`src/rtl/assert_macros.svh`:
```
// Assertion helpers; each expects clk and rst_n in scope.
`ifndef ASSERT_MACROS_SVH
`define ASSERT_MACROS_SVH

// Same-cycle implication, inactive during reset.
`define ASSERT_SAME(lbl, ante, cons) \
    lbl: assert property (@(posedge clk) disable iff (!rst_n) (ante) |-> (cons)) \
        else $error("same-cycle check failed");

// Next-cycle implication, inactive during reset.
`define ASSERT_NEXT(lbl, ante, cons) \
    lbl: assert property (@(posedge clk) disable iff (!rst_n) (ante) |=> (cons)) \
        else $error("next-cycle check failed");

`endif

```
`src/rtl/dsi_pkg.sv`:
```
`default_nettype none

package dsi_pkg;

    localparam int CH_W    = 8;
    localparam int ACC_W   = 63;
    localparam int VAL_W   = 64;
    localparam int SCALE_W = 5;
    localparam int DIG_W   = 4;

    localparam logic [CH_W-1:0] CHAR_MINUS = 8'h2D;
    localparam logic [CH_W-1:0] CHAR_DOT   = 8'h2E;
    localparam logic [CH_W-1:0] CHAR_ZERO  = 8'h30;
    localparam logic [CH_W-1:0] CHAR_NINE  = 8'h39;

    // Largest accumulator that still takes one more digit (9) without overflow.
    localparam logic [ACC_W-1:0] ACC_LIMIT = 63'd922337203685477579;
    // Largest accumulator that still takes one more times-ten pad step.
    localparam logic [ACC_W-1:0] PAD_LIMIT = 63'd922337203685477580;

    localparam logic [SCALE_W-1:0] SCALE_RESET = 5'd8;

    typedef enum logic [3:0] {
        S_IDLE = 4'b0001,
        S_CHAR = 4'b0010,
        S_PAD  = 4'b0100,
        S_DONE = 4'b1000
    } state_t;

    typedef struct packed {
        logic [ACC_W-1:0] operand;
        logic [DIG_W-1:0] digit;
        logic             pad;
    } unit_req_t;

    typedef struct packed {
        logic [ACC_W-1:0] product;
        logic             over;
    } unit_rsp_t;

    typedef struct packed {
        logic [VAL_W-1:0] scaled_value;
        logic             ok;
    } result_t;

endpackage

`default_nettype wire

```
`src/rtl/dsi_if.sv`:
```
`default_nettype none

interface dsi_char_if import dsi_pkg::*; ();
    logic            valid;
    logic            ready;
    logic [CH_W-1:0] ch;
    logic            has_char;
    logic            end_of_string;

    modport source (output valid, ch, has_char, end_of_string, input ready);
    modport sink   (input valid, ch, has_char, end_of_string, output ready);
endinterface

interface dsi_result_if import dsi_pkg::*; ();
    logic                    valid;
    logic                    ready;
    logic signed [VAL_W-1:0] scaled_value;
    logic                    ok;

    modport source (output valid, scaled_value, ok, input ready);
    modport sink   (input valid, scaled_value, ok, output ready);
endinterface

`default_nettype wire

```
`src/rtl/decimal_string_to_scaled_int.sv`:
```
// Decimal string to scaled signed integer converter.
// char_in carries one ASCII character per transaction (ch, has_char) with
// end_of_string marking the last one; has_char = 0 sends a bare end marker.
// result_out carries one transaction per string: scaled_value (number times
// ten to frac_scale, two's complement, zero on failure) and ok.
// frac_scale is written through cfg_wr_en / cfg_wr_data; the user must write it
// only while the block is idle, which the block itself does not enforce.
// Each character is accepted, then updated once through the shared
// times-ten-plus-digit unit; ready is low during the update.
// The end transaction follows its update with (frac_scale - fraction digits
// kept) pad steps through the same unit (fewer once a failure is known), then a
// finishing step and the load of the output register once the slot is free.
// A finished result waits in the output register; the next string's
// characters are still taken while it waits, and only the next result holds
// until the receiver takes it.
// Reset clears the string state, empties the output register and sets
// frac_scale to 8.
`default_nettype none
`include "assert_macros.svh"

module decimal_string_to_scaled_int import dsi_pkg::*; (
    input  logic                clk,
    input  logic                rst_n,
    input  logic                cfg_wr_en,
    input  logic [SCALE_W-1:0]  cfg_wr_data,
    dsi_char_if.sink            char_in,
    dsi_result_if.source        result_out
);

    logic [SCALE_W-1:0] frac_scale_reg;
    logic               out_valid_reg, out_valid_next;
    result_t            out_reg;
    unit_req_t          unit_req;
    unit_rsp_t          unit_rsp;
    result_t            res;
    logic               res_load;
    logic               res_free;

    // Output slot is free when empty or being drained this cycle.
    assign res_free = !out_valid_reg || result_out.ready;

    dsi_mul10 u_mul10 (
        .req (unit_req),
        .rsp (unit_rsp)
    );

    dsi_ctrl u_ctrl (
        .clk           (clk),
        .rst_n         (rst_n),
        .frac_scale    (frac_scale_reg),
        .in_valid      (char_in.valid),
        .in_ready      (char_in.ready),
        .ch            (char_in.ch),
        .has_char      (char_in.has_char),
        .end_of_string (char_in.end_of_string),
        .unit_req      (unit_req),
        .unit_rsp      (unit_rsp),
        .res_free      (res_free),
        .res_load      (res_load),
        .res           (res)
    );

    // Load on a new result, drop once the receiver takes it.
    always_comb
    begin
        priority if (res_load)
            out_valid_next = 1'b1;
        else if (result_out.ready)
            out_valid_next = 1'b0;
        else
            out_valid_next = out_valid_reg;
    end

    always_ff @(posedge clk or negedge rst_n)
    begin
        if (!rst_n)
        begin
            frac_scale_reg <= SCALE_RESET;
            out_valid_reg  <= 1'b0;
        end
        else
        begin
            if (cfg_wr_en)
                frac_scale_reg <= cfg_wr_data;
            out_valid_reg <= out_valid_next;
        end
    end

    // Hold the result payload until the slot is reloaded.
    always_ff @(posedge clk)
    begin
        if (res_load)
            out_reg <= res;
    end

    assign result_out.valid        = out_valid_reg;
    assign result_out.scaled_value = out_reg.scaled_value;
    assign result_out.ok           = out_reg.ok;

    // A failed string reports zero.
    `ASSERT_SAME(a_fail_zero, out_valid_reg && !out_reg.ok, out_reg.scaled_value == '0)
    // A good result never reaches the most negative code.
    `ASSERT_SAME(a_ok_range, out_valid_reg && out_reg.ok,
        !(out_reg.scaled_value[VAL_W-1] && (out_reg.scaled_value[VAL_W-2:0] == '0)))
    // Every accepted character is followed by an update cycle.
    `ASSERT_NEXT(a_busy_after_accept, char_in.valid && char_in.ready, !char_in.ready)
    // A new result is only loaded into a free slot.
    `ASSERT_SAME(a_load_free, res_load, !out_valid_reg || result_out.ready)

endmodule

`default_nettype wire

```
`src/rtl/dsi_mul10.sv`:
```
`default_nettype none

// Shared times-ten-plus-digit unit with overflow guard.
module dsi_mul10 import dsi_pkg::*; (
    input  unit_req_t req,
    output unit_rsp_t rsp
);

    logic [ACC_W-1:0] limit;

    always_comb
    begin
        limit       = req.pad ? PAD_LIMIT : ACC_LIMIT;
        rsp.over    = req.operand > limit;
        rsp.product = {req.operand[ACC_W-4:0], 3'b000}
                    + {req.operand[ACC_W-2:0], 1'b0}
                    + ACC_W'(req.digit);
    end

endmodule

`default_nettype wire

```
`src/rtl/dsi_ctrl.sv`:
```
`default_nettype none

// Sequencer and string state: one character per pass, then pad steps at the end.
module dsi_ctrl import dsi_pkg::*; (
    input  logic               clk,
    input  logic               rst_n,
    input  logic [SCALE_W-1:0] frac_scale,
    input  logic               in_valid,
    output logic               in_ready,
    input  logic [CH_W-1:0]    ch,
    input  logic               has_char,
    input  logic               end_of_string,
    output unit_req_t          unit_req,
    input  unit_rsp_t          unit_rsp,
    input  logic               res_free,
    output logic               res_load,
    output result_t            res
);

    state_t             state_reg, state_next;
    logic [CH_W-1:0]    ch_reg, ch_next;
    logic               has_reg, has_next;
    logic               last_reg, last_next;
    logic [ACC_W-1:0]   accum_reg, accum_next;
    logic [SCALE_W-1:0] frac_count_reg, frac_count_next;
    logic               seen_point_reg, seen_point_next;
    logic               seen_digit_reg, seen_digit_next;
    logic               negative_reg, negative_next;
    logic               failed_reg, failed_next;
    logic               at_start_reg, at_start_next;
    logic               is_digit;
    logic               good;
    logic [VAL_W-1:0]   mag;

    assign is_digit = (ch_reg >= CHAR_ZERO) && (ch_reg <= CHAR_NINE);
    assign good     = !failed_reg && seen_digit_reg;
    assign mag      = {1'b0, accum_reg};
    assign in_ready = (state_reg == S_IDLE);
    assign res_load = (state_reg == S_DONE) && res_free;

    assign unit_req.operand = accum_reg;
    assign unit_req.digit   = (state_reg == S_PAD) ? '0 : ch_reg[DIG_W-1:0];
    assign unit_req.pad     = (state_reg == S_PAD);

    assign res.ok           = good;
    assign res.scaled_value = !good ? '0 : (negative_reg ? VAL_W'(0) - mag : mag);

    always_comb
    begin
        state_next      = state_reg;
        ch_next         = ch_reg;
        has_next        = has_reg;
        last_next       = last_reg;
        accum_next      = accum_reg;
        frac_count_next = frac_count_reg;
        seen_point_next = seen_point_reg;
        seen_digit_next = seen_digit_reg;
        negative_next   = negative_reg;
        failed_next     = failed_reg;
        at_start_next   = at_start_reg;
        unique case (state_reg)
            S_IDLE:
            begin
                if (in_valid)
                begin
                    ch_next    = ch;
                    has_next   = has_char;
                    last_next  = end_of_string;
                    state_next = S_CHAR;
                end
            end
            S_CHAR:
            begin
                if (has_reg)
                begin
                    at_start_next = 1'b0;
                    if (failed_reg)
                    begin
                        // sticky failure: drop the character
                    end
                    else if (ch_reg == CHAR_MINUS && at_start_reg)
                        negative_next = 1'b1;
                    else if (ch_reg == CHAR_DOT)
                    begin
                        if (seen_point_reg)
                            failed_next = 1'b1;
                        seen_point_next = 1'b1;
                    end
                    else if (!is_digit)
                        failed_next = 1'b1;
                    else
                    begin
                        seen_digit_next = 1'b1;
                        if (seen_point_reg && frac_count_reg >= frac_scale)
                        begin
                            // digits past the scale must be zero
                            if (ch_reg != CHAR_ZERO)
                                failed_next = 1'b1;
                        end
                        else if (unit_rsp.over)
                            failed_next = 1'b1;
                        else
                        begin
                            accum_next = unit_rsp.product;
                            if (seen_point_reg)
                                frac_count_next = frac_count_reg + SCALE_W'(1);
                        end
                    end
                end
                state_next = last_reg ? S_PAD : S_IDLE;
            end
            S_PAD:
            begin
                if (good && frac_count_reg < frac_scale)
                begin
                    if (unit_rsp.over)
                        failed_next = 1'b1;
                    else
                    begin
                        accum_next      = unit_rsp.product;
                        frac_count_next = frac_count_reg + SCALE_W'(1);
                    end
                end
                else
                    state_next = S_DONE;
            end
            S_DONE:
            begin
                if (res_free)
                begin
                    accum_next      = '0;
                    frac_count_next = '0;
                    seen_point_next = 1'b0;
                    seen_digit_next = 1'b0;
                    negative_next   = 1'b0;
                    failed_next     = 1'b0;
                    at_start_next   = 1'b1;
                    state_next      = S_IDLE;
                end
            end
            default:
            begin
                state_next = S_IDLE;
            end
        endcase
    end

    always_ff @(posedge clk or negedge rst_n)
    begin
        if (!rst_n)
        begin
            state_reg      <= S_IDLE;
            accum_reg      <= '0;
            frac_count_reg <= '0;
            seen_point_reg <= 1'b0;
            seen_digit_reg <= 1'b0;
            negative_reg   <= 1'b0;
            failed_reg     <= 1'b0;
            at_start_reg   <= 1'b1;
        end
        else
        begin
            state_reg      <= state_next;
            accum_reg      <= accum_next;
            frac_count_reg <= frac_count_next;
            seen_point_reg <= seen_point_next;
            seen_digit_reg <= seen_digit_next;
            negative_reg   <= negative_next;
            failed_reg     <= failed_next;
            at_start_reg   <= at_start_next;
        end
    end

    always_ff @(posedge clk)
    begin
        ch_reg   <= ch_next;
        has_reg  <= has_next;
        last_reg <= last_next;
    end

endmodule

`default_nettype wire
```
`src/flat_wrapper.sv`:
```
// flat-port wrapper written by rule: the top's interface ports become plain ports
module decimal_string_to_scaled_int_flat import dsi_pkg::*;
  (clk, rst_n, cfg_wr_en, cfg_wr_data, char_in_valid, char_in_ch, char_in_has_char, char_in_end_of_string, char_in_ready, result_out_valid, result_out_scaled_value, result_out_ok, result_out_ready);
  dsi_char_if char_in_i ();
  dsi_result_if result_out_i ();
  input  logic clk;
  input  logic rst_n;
  input  logic cfg_wr_en;
  input  logic [SCALE_W-1:0] cfg_wr_data;
  input wire logic [$bits(char_in_i.valid)-1:0] char_in_valid;
  input wire logic [$bits(char_in_i.ch)-1:0] char_in_ch;
  input wire logic [$bits(char_in_i.has_char)-1:0] char_in_has_char;
  input wire logic [$bits(char_in_i.end_of_string)-1:0] char_in_end_of_string;
  output wire logic [$bits(char_in_i.ready)-1:0] char_in_ready;
  output wire logic [$bits(result_out_i.valid)-1:0] result_out_valid;
  output wire logic [$bits(result_out_i.scaled_value)-1:0] result_out_scaled_value;
  output wire logic [$bits(result_out_i.ok)-1:0] result_out_ok;
  input wire logic [$bits(result_out_i.ready)-1:0] result_out_ready;
  assign char_in_i.valid = char_in_valid;
  assign char_in_i.ch = char_in_ch;
  assign char_in_i.has_char = char_in_has_char;
  assign char_in_i.end_of_string = char_in_end_of_string;
  assign char_in_ready = char_in_i.ready;
  assign result_out_valid = result_out_i.valid;
  assign result_out_scaled_value = result_out_i.scaled_value;
  assign result_out_ok = result_out_i.ok;
  assign result_out_i.ready = result_out_ready;
  decimal_string_to_scaled_int u_core (.clk(clk), .rst_n(rst_n), .cfg_wr_en(cfg_wr_en), .cfg_wr_data(cfg_wr_data), .char_in(char_in_i), .result_out(result_out_i));
endmodule
```
`config.mk`:
```
export PLATFORM = sky130hd
export DESIGN_NAME = decimal_string_to_scaled_int_flat
export DESIGN_NICKNAME = d
export VERILOG_FILES = /design/src/rtl/dsi_pkg.sv /design/src/rtl/dsi_if.sv /design/src/rtl/decimal_string_to_scaled_int.sv /design/src/rtl/dsi_mul10.sv /design/src/rtl/dsi_ctrl.sv /design/src/flat_wrapper.sv
export VERILOG_INCLUDE_DIRS = /design/src /design/src/rtl
export SDC_FILE = /design/constraint.sdc
export NUM_CORES = 1
export LEC_CHECK = 0
export ABC_AREA = 1
export ABC_CLOCK_PERIOD_IN_PS = 4300
export BUFFER_PORTS_ARGS = -buffer_cell sky130_fd_sc_hd__clkbuf_2
export CAP_MARGIN = 30
export CELL_PAD_IN_SITES_DETAIL_PLACEMENT = 1
export CELL_PAD_IN_SITES_GLOBAL_PLACEMENT = 1
export CORE_UTILIZATION = 41
export DETAILED_ROUTE_END_ITERATION = 8
export PLACE_DENSITY = 0.83
export REMOVE_ABC_BUFFERS = 1
export SYNTH_ARGS = -nofsm -noshare
export SYNTH_HDL_FRONTEND = slang
export SYNTH_SLANG_ARGS = --single-unit
```
`constraint.sdc`:
```
create_clock -name clk -period 4.3 [get_ports clk]
set_input_delay 1.29 -clock clk [delete_from_list [all_inputs] [get_ports clk]]
set_output_delay 1.29 -clock clk [all_outputs]
set_load 0.01 [all_outputs]
```
# [Yosys cells after proc, flatten, opt, wreduce, memory -nomap -nowiden]
# Cells that the tools add are included.
[op_classes] div=0 multipliers=0 reduce_logical=22 shifts=0 magnitude_cmp=5 bitwise=0 muxes=63 add_sub_neg=4 eq_ne=23
[ops] operator="63-bit 2-to-1 mux" n=10
[ops] operator="63-bit one-hot mux with 3 select lines" n=1
[ops] operator="1-bit by 63-bit subtractor with 64-bit output (first input constant)" n=1
[ops] operator="63-bit by 4-bit adder with 63-bit output" n=1
[ops] operator="63-bit adder" n=1
[ops] operator="63-bit greater-than comparator" n=1
[ops] operator="5-bit 2-to-1 mux" n=11
[ops] operator="2-bit inequality test (second input constant)" n=16
[ops] operator="1-bit 2-to-1 mux" n=28
[ops] operator="8-bit by 6-bit == test with 1-bit output (second input constant)" n=2
[ops] operator="4-bit 2-to-1 mux" n=4
[ops] operator="4-bit one-hot mux with 4 select lines" n=1
[ops] operator="5-bit one-hot mux with 3 select lines" n=1
[ops] operator="12-bit AND reduction" n=1
[ops] operator="5-bit AND reduction" n=2
[ops] operator="9-bit AND reduction" n=1
[ops] operator="8-bit by 6-bit greater-or-equal comparator with 1-bit output (second input constant)" n=1
[ops] operator="8-bit by 6-bit <= comparator with 1-bit output (second input constant)" n=1
[ops] operator="8-bit by 6-bit inequality test with 1-bit output (second input constant)" n=1
[ops] operator="1-bit one-hot mux with 2 select lines" n=4
[ops] operator="7-bit AND reduction" n=1
[ops] operator="1-bit logical AND" n=6
[ops] operator="3-bit 2-to-1 mux" n=2
[ops] operator="3-bit AND reduction" n=2
[ops] operator="other kinds (14)" n=17
[totals] mem_bits_ro=0 n_memories=0 word_cells=133 out_inout_bits=67 inputBits=20 latchBits=0 ff_bits=158 ram_bits=0

# [Logic depth before layout (Yosys ltp)]
[logic_depth] word_depth=11 depth_mapped=23 depth_no_buf=23

# [By module]
# A second synthesis with hierarchy kept.
[hier_totals] hier_cells=2395 hier_area_um2=15922.8
[by_module_without_submodules] mod="dsi_mul10" area_per_inst_um2=6911.6 instances=1 seq_area_each_um2=0.0 cells_per_inst=1364
[by_module_without_submodules] mod="dsi_ctrl" area_per_inst_um2=6832.8 instances=1 seq_area_each_um2=2229.6 cells_per_inst=940
[by_module_without_submodules] mod="decimal_string_to_scaled_int" area_per_inst_um2=2178.3 instances=1 seq_area_each_um2=2103.3 cells_per_inst=91

# [Least setup slack after synthesis]
# OpenSTA, ideal clock, no wires.
[synth_timing] kind="in2reg" from="input result_out_ready" to="register u_core.out_reg, in the netlist u_core.result_out.ok, enable pin" arrival_time_ns=4.168 setup_ns=0.494 required_time_ns=3.806 path_buffers=0 path_stages=2 path_slack_ns=-0.363 path_cell_list="nor2_1 nor2_1"
[synth_between] elab_chain_cells=2
[synth_rtl] item="start: declaration" line="flat_wrapper.sv:18" rtl="input wire logic [$bits(result_out_i.ready)-1:0] result_out_ready;"
[synth_rtl] item="1-bit logical OR" line="decimal_string_to_scaled_int.sv:40" rtl="assign res_free = !out_valid_reg || result_out.ready;"
[synth_rtl] item="1-bit logical AND" line="dsi_ctrl.sv:39" rtl="assign res_load = (state_reg == S_DONE) && res_free;"
[synth_rtl] item="end signal: assignment" line="decimal_string_to_scaled_int.sv:93" rtl="out_reg <= res;"
[synth_rtl] item="end: declaration" line="decimal_string_to_scaled_int.sv:32" rtl="result_t out_reg;"
# Every way passes these cells.
# A chain may end at the register's enable or synchronous reset.

# [Final worst setup path]
[layout_timing] from="register u_core.u_ctrl.state_reg[1]" to="register u_core.u_ctrl.accum_reg[58]"
[layout_between] elab_chain_cells=11 elab_cells_between_ends=26 classes_between="add/sub (1); order compare (1); eq/ne (11); mux (11); reduce/logical (2)"
[layout_rtl] item="start: declaration" line="dsi_ctrl.sv:20" rtl="state_t state_reg, state_next;"
[layout_rtl] item="start signal: assignment" line="dsi_ctrl.sv:163" rtl="state_reg <= state_next;"
[layout_rtl] item="4-bit by 3-bit == test with 1-bit output" line="dsi_ctrl.sv:42, dsi_ctrl.sv:43, dsi_ctrl.sv:61"
[layout_rtl] item="4-bit 2-to-1 mux or 3-bit 2-to-1 mux (tied branches)" line="dsi_ctrl.sv:42, dsi_mul10.sv:13"
[layout_rtl] item="63-bit by 4-bit adder with 63-bit output or 63-bit greater-than comparator (tied branches)" line="dsi_mul10.sv:17, dsi_mul10.sv:14"
[layout_rtl] item="63-bit 2-to-1 mux" line="dsi_ctrl.sv:100, dsi_ctrl.sv:116"
[layout_rtl] item="63-bit 2-to-1 mux" line="dsi_ctrl.sv:94" rtl="if (seen_point_reg && frac_count_reg >= frac_scale)"
[layout_rtl] item="63-bit 2-to-1 mux" line="dsi_ctrl.sv:89" rtl="else if (!is_digit)"
[layout_rtl] item="63-bit 2-to-1 mux" line="dsi_ctrl.sv:83" rtl="else if (ch_reg == CHAR_DOT)"
[layout_rtl] item="63-bit 2-to-1 mux" line="dsi_ctrl.sv:81" rtl="else if (ch_reg == CHAR_MINUS && at_start_reg)"
[layout_rtl] item="63-bit 2-to-1 mux" line="dsi_ctrl.sv:77" rtl="if (failed_reg)"
[layout_rtl] item="63-bit 2-to-1 mux" line="dsi_ctrl.sv:74" rtl="if (has_reg)"
[layout_rtl] item="63-bit one-hot mux with 3 select lines" line="dsi_ctrl.sv:61" rtl="unique case (state_reg)"
[layout_rtl] item="end signal: assignment" line="dsi_ctrl.sv:164" rtl="accum_reg <= accum_next;"
[layout_rtl] item="end: declaration" line="dsi_ctrl.sv:24" rtl="logic [ACC_W-1:0] accum_reg, accum_next;"
# Several ways; a longest one is shown, not always the timed one. The select of a mux whose other input is x is not followed.

==> reports/results.txt <==
Worst Path Max Fanout -> 6
Top Ports -> 87
First-pass iteration count of the detailed router -> 5
Final Net Count -> 2144
Final wirelength -> 53.1 mm
Area of the die -> 0.0342 sq mm
Gate Count Post-Synth -> 1910
Worst setup endpoint -> u_core.u_ctrl.accum_reg[58]$_DFFE_PN0P_
CTS tree -> built
Crit start category -> register
CTS resizes -> 0
Worst-Margin Slew -> 0.931 ns
Cell taking the most area after synthesis -> edfxtp_1
CTS sink cnt -> 158
End of the worst register-to-register path -> u_core.u_ctrl.accum_reg[58]$_DFFE_PN0P_
Drt drc -> 0
N_diodes -> 0
Post-synth top area share -> 16.4%
Root Driver -> clkbuf_16
WP data required -> 4.68 ns
Finish-stage setup viols -> 0
Mapped Area -> 0.0137 sq mm
Row cnt -> 66
Via count -> 14100
Via density -> 5.75
Clk slew on worst S/H paths -> 0.07 ns
Crit path from -> u_core.u_ctrl.state_reg[1]$_DFFE_PN0P_
Worst path cell trace -> nor2_2 > inv_2 > nor3_4 > inv_1 > nand2_1 > fa_1 > fa_1 > inv_1 > nand3_1 > nand2_1 > nand2_1 > o211ai_1 > nand2_1 > nand2_1 > nand2_1 > nand2_1 > nand2_1 > nand3_1 > nand3_1 > o21ai_0
Largest family of logic cells by synthesized area -> simple AND/OR/NAND/NOR gates
Max H-tree Level -> 4
Largest register FFs -> 64
Max Clk Rate -> 0.259 GHz
Initial Utilization -> 42.0%
RSZ-0062 raised after global routing -> no
Most frequent CP cell -> nand2_1
Initial antenna violation count -> 0
DRT iter0 DRCs -> 1022
Reg2Reg Launch Point -> u_core.u_ctrl.state_reg[1]$_DFFE_PN0P_
Crit end category -> register
Syn_area_per_cell -> 7.18 sq um
Sequential element share of the synthesized area -> 31.6%
R2r setup slk -> 0.44 ns
Most used DFF post-synth -> dfrtp_1
Slowest stage cell on the critical path -> fa_1
DR WL/cell -> 21.7 microns
Status -> finished clean
ANT nets after route -> 0
GR Overflow Total -> 0
Arrival time worst endpoint -> 4.24 ns
#FFs+latches synth -> 158
Number of synthesized flops with an enable pin -> 75
First-pass GRT wire length -> 82.8 mm
Clk_lat worst skew -> 0.47 ns
Final Hold Viols -> 0
Ys Warns -> 0
Chip Width -> 185 microns
Vias in the first global route -> 14700
Clock buffer depth -> 2
GRT Overall Usage -> 32.0%
Minimum clock period -> 3.86 ns
Core ar. -> 0.0327 sq mm
Setup_tns -> 0 ns
Final Skew -> 0.0194 ns
CTS buffer count -> 17
Post-Synth XOR/XNOR Area -> 2.49%
Cts hold-fix bufs -> 0
Synth area leaders -> edfxtp_1 16%, dfrtp_1 15%, ha_1 12%
Maximum capacitance violations -> 0
Synth cell types -> 49
Synth Area in Adders -> 12.1%
Fraction of layout cells with a size suffix above 1 -> 11.2%
Tcrit/Tclk final -> 89.7%
GPL Wtd Cong -> 1.02
Setup CP Type -> reg2reg
Largest net degree at the start of global routing -> 76
Async SR Flop Fraction -> 52.5%
Hold crit path type -> reg2reg
Worst Reg-to-Reg Cells -> 20
Rel. slew slack -> 37.9%
Chip Height -> 185 microns
Port bufs -> 86
Post-Synth Simple-Gate Area -> 27.9%
Compound-Gate Fraction of Synth Area -> 17.1%
Max incr delay on CP -> 0.47 ns
Max-slew violations -> 0
Layout Area Growth over Synthesis -> 11.1%
Mux contribution to synthesized area -> 0.0821%
Detailed placement HPWL -> 41.7 mm
## layout make-up
| type | instances | area [sq um] |
|---|---|---|
| inverters | 261 | 982 |
| clock buffers | 18 | 429 |
| well taps | 442 | 553 |
| repair buffers | 100 | 576 |
| fillers | 4250 | 17500 |
| multi-input cells | 1454 | 8220 |
| flip-flops and latches | 158 | 4330 |
| clock inverters | 14 | 156 |
## worst max-delay path, delay by kind of cell, from the launching register on
| family | cells | cell delay [ns] |
|---|---|---|
| compound gates | 2 | 0.35 |
| fa+ha+maj | 2 | 0.94 |
| buf+inv | 3 | 0.35 |
| flops | 1 | 0.40 |
| simple gates | 13 | 1.76 |
## what timing repair did
item                                    in CTS  in global routing
endpoints found under the setup margin       0                  1
hold endpoints to repair                     0                  0
buffers inserted                             0                  2
## metal layers
metal | up-vias | share of wire, % | wire length, microns | global-route usage [%]
li1 | 6582 | - | - | -
met1 | 6875 | 44 | 23200 | 41.7
met2 | 508 | 46 | 24500 | 52.8
met3 | 109 | 6.4 | 3380 | 4.62
met4 | 0 | 3.7 | 1980 | 13.8
met5 | - | 0 | 0 | 0
## cells in the final DEF, fill, tap and decap left out, drive strengths merged, types with 10 or more instances in the layout
cell / synthesis / layout
nand2: 369 / 369
nor2: 300 / 300
inv: 259 / 265
a21oi: 156 / 156
o21ai: 139 / 139
ha: 130 / 130
nand3: 128 / 128
clkbuf: 15 / 103
dfrtp: 80 / 80
edfxtp: 75 / 75
nor3: 63 / 63
o22ai: 45 / 45
xnor2: 32 / 32
nand4: 20 / 20
buf: 22 / 15
nor4: 14 / 14
a31oi: 13 / 13
a21o: 10 / 10
## Yosys cell counts, types with 2 or more instances
master / instances
buf_2: 8
edfxtp_1: 75
xor2_1: 7
fa_1: 2
nand4_1: 20
a31oi_1: 13
a21o_1: 10
nand2_2: 2
nand2_1: 366
buf_6: 5
o211ai_1: 5
o22ai_2: 43
nor3_4: 2
o22ai_1: 2
or2_2: 2
inv_1: 246
o21a_1: 6
o21ai_0: 127
clkbuf_1: 15
nand3_2: 7
xnor2_1: 32
buf_4: 4
ha_1: 130
o21ai_1: 10
o21ai_2: 2
inv_2: 12
nand3_1: 121
buf_1: 4
nor2_4: 2
nor2_1: 288
o21bai_1: 3
a21oi_1: 156
nor3_1: 60
nor2_2: 10
nor4_1: 14
dfstp_2: 3
a21boi_0: 4
clkinv_1: 2
dfrtp_1: 80
## worst min-delay path by stage
stage / end / start / depth (start not counted)
2_1_floorplan: u_core.u_ctrl.state_reg[2]$_DFFE_PN0P_ / u_core.u_ctrl.last_reg$_DFFE_PP_ / 2
3_3_place_gp: u_core.frac_scale_reg[3]$_DFFE_PN1P_ / u_core.frac_scale_reg[3]$_DFFE_PN1P_ / 2
3_5_place_dp: u_core.frac_scale_reg[3]$_DFFE_PN1P_ / u_core.frac_scale_reg[3]$_DFFE_PN1P_ / 2
4_1_cts: u_core.frac_scale_reg[3]$_DFFE_PN1P_ / u_core.frac_scale_reg[3]$_DFFE_PN1P_ / 2
5_1_grt: u_core.frac_scale_reg[3]$_DFFE_PN1P_ / u_core.frac_scale_reg[3]$_DFFE_PN1P_ / 2
6_report: u_core.frac_scale_reg[3]$_DFFE_PN1P_ / u_core.frac_scale_reg[3]$_DFFE_PN1P_ / 2
## logic make-up after synthesis
| kind of cell | after synthesis |
|---|---|
| AO/OA/AOI/OAI | 383 |
| XOR/XNOR | 39 |
| adder cells (fa/ha/maj) | 132 |
| buffers and inverters | 298 |
| flip-flops | 158 |
| multiplexers | 1 |
| AND/OR/NAND/NOR | 899 |
## through the flow
| stage | instances | setup WS [ns] | cell area (sq um) | hold slack, ns | utilization, % |
|---|---|---|---|---|---|
| floorplan | 1873 | -0.632 | 13500 | 0.445 | - |
| global placement | 2413 | 0.699 | 14600 | 0.493 | 44.8 |
| detailed placement | 2413 | 0.536 | 14600 | 0.505 | 44.8 |
| CTS | 2445 | 0.420 | 15200 | 0.514 | 46.6 |
| global route | 2447 | 0.0650 | 15200 | 0.543 | 46.6 |
| finish | 2447 | 0.443 | 15200 | 0.507 | 46.6 |
Power is not shown: default switching activity piles up to over one toggle a cycle in this logic, so the estimate is an artifact.
